--- src/rtl/fba_ram.sv ---
// Generic single-port-write, single-read RAM with a registered read.
// No dependencies.
module fba_ram #(
  parameter int WIDTH = 8,
  parameter int DEPTH = 16
) (
  input  logic                     clk,
  input  logic                     we,
  input  logic [$clog2(DEPTH)-1:0] waddr,
  input  logic [WIDTH-1:0]         wdata,
  input  logic [$clog2(DEPTH)-1:0] raddr,
  output logic [WIDTH-1:0]         rdata
);
  logic [WIDTH-1:0] mem [DEPTH];

  // write, then register the read word
  always_ff @(posedge clk) begin
    if (we) mem[waddr] <= wdata;
    rdata <= mem[raddr];
  end
endmodule

--- config.mk ---
export PLATFORM = sky130hd
export DESIGN_NAME = fba_ram
export DESIGN_NICKNAME = d
export VERILOG_FILES = /design/src/rtl/fba_ram.sv
export SDC_FILE = /design/constraint.sdc
export NUM_CORES = 1
export LEC_CHECK = 0
export BUFFER_PORTS_ARGS = -buffer_cell sky130_fd_sc_hd__buf_2
export CORE_MARGIN = 2
export CORE_UTILIZATION = 30
export DETAILED_ROUTE_END_ITERATION = 10
export PLACE_DENSITY_LB_ADDON = 0.12
export SETUP_SLACK_MARGIN = 0.2
export SYNTH_ARGS = -nofsm -noshare
export SYNTH_HDL_FRONTEND = slang
export SYNTH_SLANG_ARGS = --single-unit
--- constraint.sdc ---
create_clock -name clk -period 2.2 [get_ports clk]
set_input_delay 0 -clock clk [delete_from_list [all_inputs] [get_ports clk]]
set_output_delay 0 -clock clk [all_outputs]
set_load 0.05 [all_outputs]
==> out/qor.yml <==
outcome: "finished, final reports clean"
synth_top_area_cell: "edfxtp_1"
muxShareOfSynthArea_pct: 15.0
crit_buf_inv: 0
skew_ns: 0.00613
r2r-start: "mem[1][2]"
clkLatencyLatePin_ns: 0.41
grt_usage_pct: 13.4
grt_pass1_vias: 2539
first_pass_iters: 6
hp-start: "wdata[7]"
finalHoldViolations: 0
slowest_delay_ns: 0.52
drt-wirelength-per-cell_um: 21.3
rsz0062_at_grt: "no"
cp_top_family: "multiplexers"
critical_path_required_ns: 2.49
end_kind: "flop"
synth_seq_cells: 136
critPathSlowestCell: "mux4_1"
coreArea_sq_mm: 0.0167
synth_top_family_by_area: "multiplexers"
route.detailed.drc: 0
synth_compound_area_share_pct: 2.33
grt_max_degree: 33
die-area_sq_mm: 0.0182
max_cap_violations: 0
cts_hold_buffers: 7
setup_viol: 0
synth_nets: 247
clockBufferDepth: 2
yosysWarnings: 0
chipHeight_um: 135
drive_gt1_share_pct: 27.7
path_clk_slew_ns: 0.05
ys.flop_type: "edfxtp_1"
cts.sinks: 136
hold_path_end: "mem[12][7]"
syn_area_sq_mm: 0.00515
slew_viol_final: 0
cts_tree: "done"
setup_tns_ns: 0
crit_arrival_ns: 1.70
routabilityCongestion: 0.684
diodes: 0
fp.dieW_um: 135
hpwl_mm: 6.77
synthAdderAreaFrac_pct: 0
synth-edff-count: 128
cts-root-buf: "clkbuf_16"
whs_path_depth: 1
antenna_found_initial: 0
htree_levels: 4
critical_path_cell_count: 3
ant_nets: 0
drt_wl_total_mm: 11.1
vias_per_cell: 4.63
ctsResizeCount: 0
start_kind: "flop"
grt_overflow: 0
nFillCells: 1576
min_period_ns: 1.41
drt_iter0_drc: 179
core.rowCount: 47
port_buffers: 25
synthSimpleGateAreaFrac_pct: 3.18
tightest_slew_ns: 0.518
vias: 2406
clock.fmax_mhz: 709
initial_core_util_pct: 30.8
ios: 26
power.leakage_nw: 2.09
criticalPathCategory: "reg -> reg"
finalNetCount: 308
yosysSeqAreaShare_pct: 77.8
fin_util_pct: 37.3
syn2layout_area_growth_pct: 21.0
r2r_slack_ns: 0.79
synth_cells: 229
synth_top_cell_area_share_pct: 74.7
ir_drop_mv: 0.478
hp-class: "in -> reg"
period_share_pct: 64.1
crit_chain: "mux4_1 > a22oi_1 > nand2_1"
async_flop_share_pct: 0
synth_area_leaders: "edfxtp_1 75%, mux4_2 7.9%, mux4_1 7.1%"
synth_xor_xnor_area_share_pct: 0
power.density_mw_per_mm2: 934
yosysMostFrequentCell: "edfxtp_1"
syn_avg_cell_area_sq_um: 22.5
reg2reg_to: "rdata[2]"
cts_buffers: 17
maxSlewHeadroom_pct: 65.5
critPathMaxFanout: 1
synthDistinctLibCells: 19
synthTopCellsByCount: "128 x edfxtp_1, 18 x mux4_2, 16 x a22oi_1"
postCtsSetupBuffers: 0
r2r_cells: 3
holdWs_ns: 0.0128
grt_pass1_wl_mm: 16.6
## cell families (layout without fill, tap and decap cells)
logic type,count (synthesis),in the layout
compound gates,16,16
mux,32,32
flops,136,136
buf+inv,10,81
simple gates,35,35
## through the flow
stage / std cells / setup slack (ns) / power, mW / area [sq um]
after floorplan: 229 / 0.707 / 3.17 / 5150
after global placement: 484 / 0.615 / 3.31 / 5640
after detailed placement: 484 / 0.626 / 3.31 / 5640
after CTS: 520 / 0.759 / 5.88 / 6230
after global routing: 520 / 0.710 / 6.01 / 6230
final: 520 / 0.790 / 5.82 / 6230
## registers in the layout, summed over array words and instances (netlist names)
register and flops:
rdata 8, mem 128
## worst register-to-register path, cell delays in order, from the launching register on
cell and delay, ns:
edfxtp_1 0.35, mux4_1 0.52, a22oi_1 0.33, nand2_1 0.10
## cell type report
| class | instances | area [sq um] | share of cell area, % |
|---|---|---|---|
| Multi-Input combinational cell | 83 | 1060 | 17.0 |
| Sequential cell | 136 | 4000 | 64.3 |
| Clock buffer | 21 | 440 | 7.07 |
| Clock inverter | 8 | 82.6 | 1.33 |
| Tap cell | 220 | 275 | 4.42 |
| Timing Repair Buffer | 52 | 370 | 5.94 |
## per-layer routing
metal  vias to the layer above  share of wire, %  track usage, %
met5                         -                 0               0
met4                         0               1.6            6.25
met3                        10               3.6            3.60
met2                        49                50            21.6
met1                      1259                44            16.8
li1                       1088                 -               -
## worst max path at each step
| stage | from | endpoint | slack [ns] |
|---|---|---|---|
| after floorplan | waddr[2] | mem[0][0] | 0.71 |
| after global placement | raddr[0] | rdata[2] | 0.62 |
| after detailed placement | raddr[0] | rdata[2] | 0.63 |
| after CTS | mem[1][2] | rdata[2] | 0.76 |
| after global routing | mem[0][2] | rdata[2] | 0.71 |
| final | mem[1][2] | rdata[2] | 0.79 |
## power breakdown
group          leakage (nW)  total (mW)  switching (mW)  internal [mW]
Combinational         0.615       0.344           0.218          0.126
Sequential             1.22        2.92          0.0176           2.90
Clock                 0.252        2.56           0.936           1.62
Total                  2.09        5.82            1.17           4.65
## layout by cell type, fill, tap and decap left out, types with 6 or more instances in the layout
master and count:
buf_2 25, dfxtp_1 8, dlygate4sd3_1 7, a22oi_1 16, nand2_1 9, nor2_1 13, buf_4 18, mux4_2 18
clkinv_1 6, edfxtp_1 128, mux4_1 14, clkbuf_16 17
(Power assumes the default switching activity.)
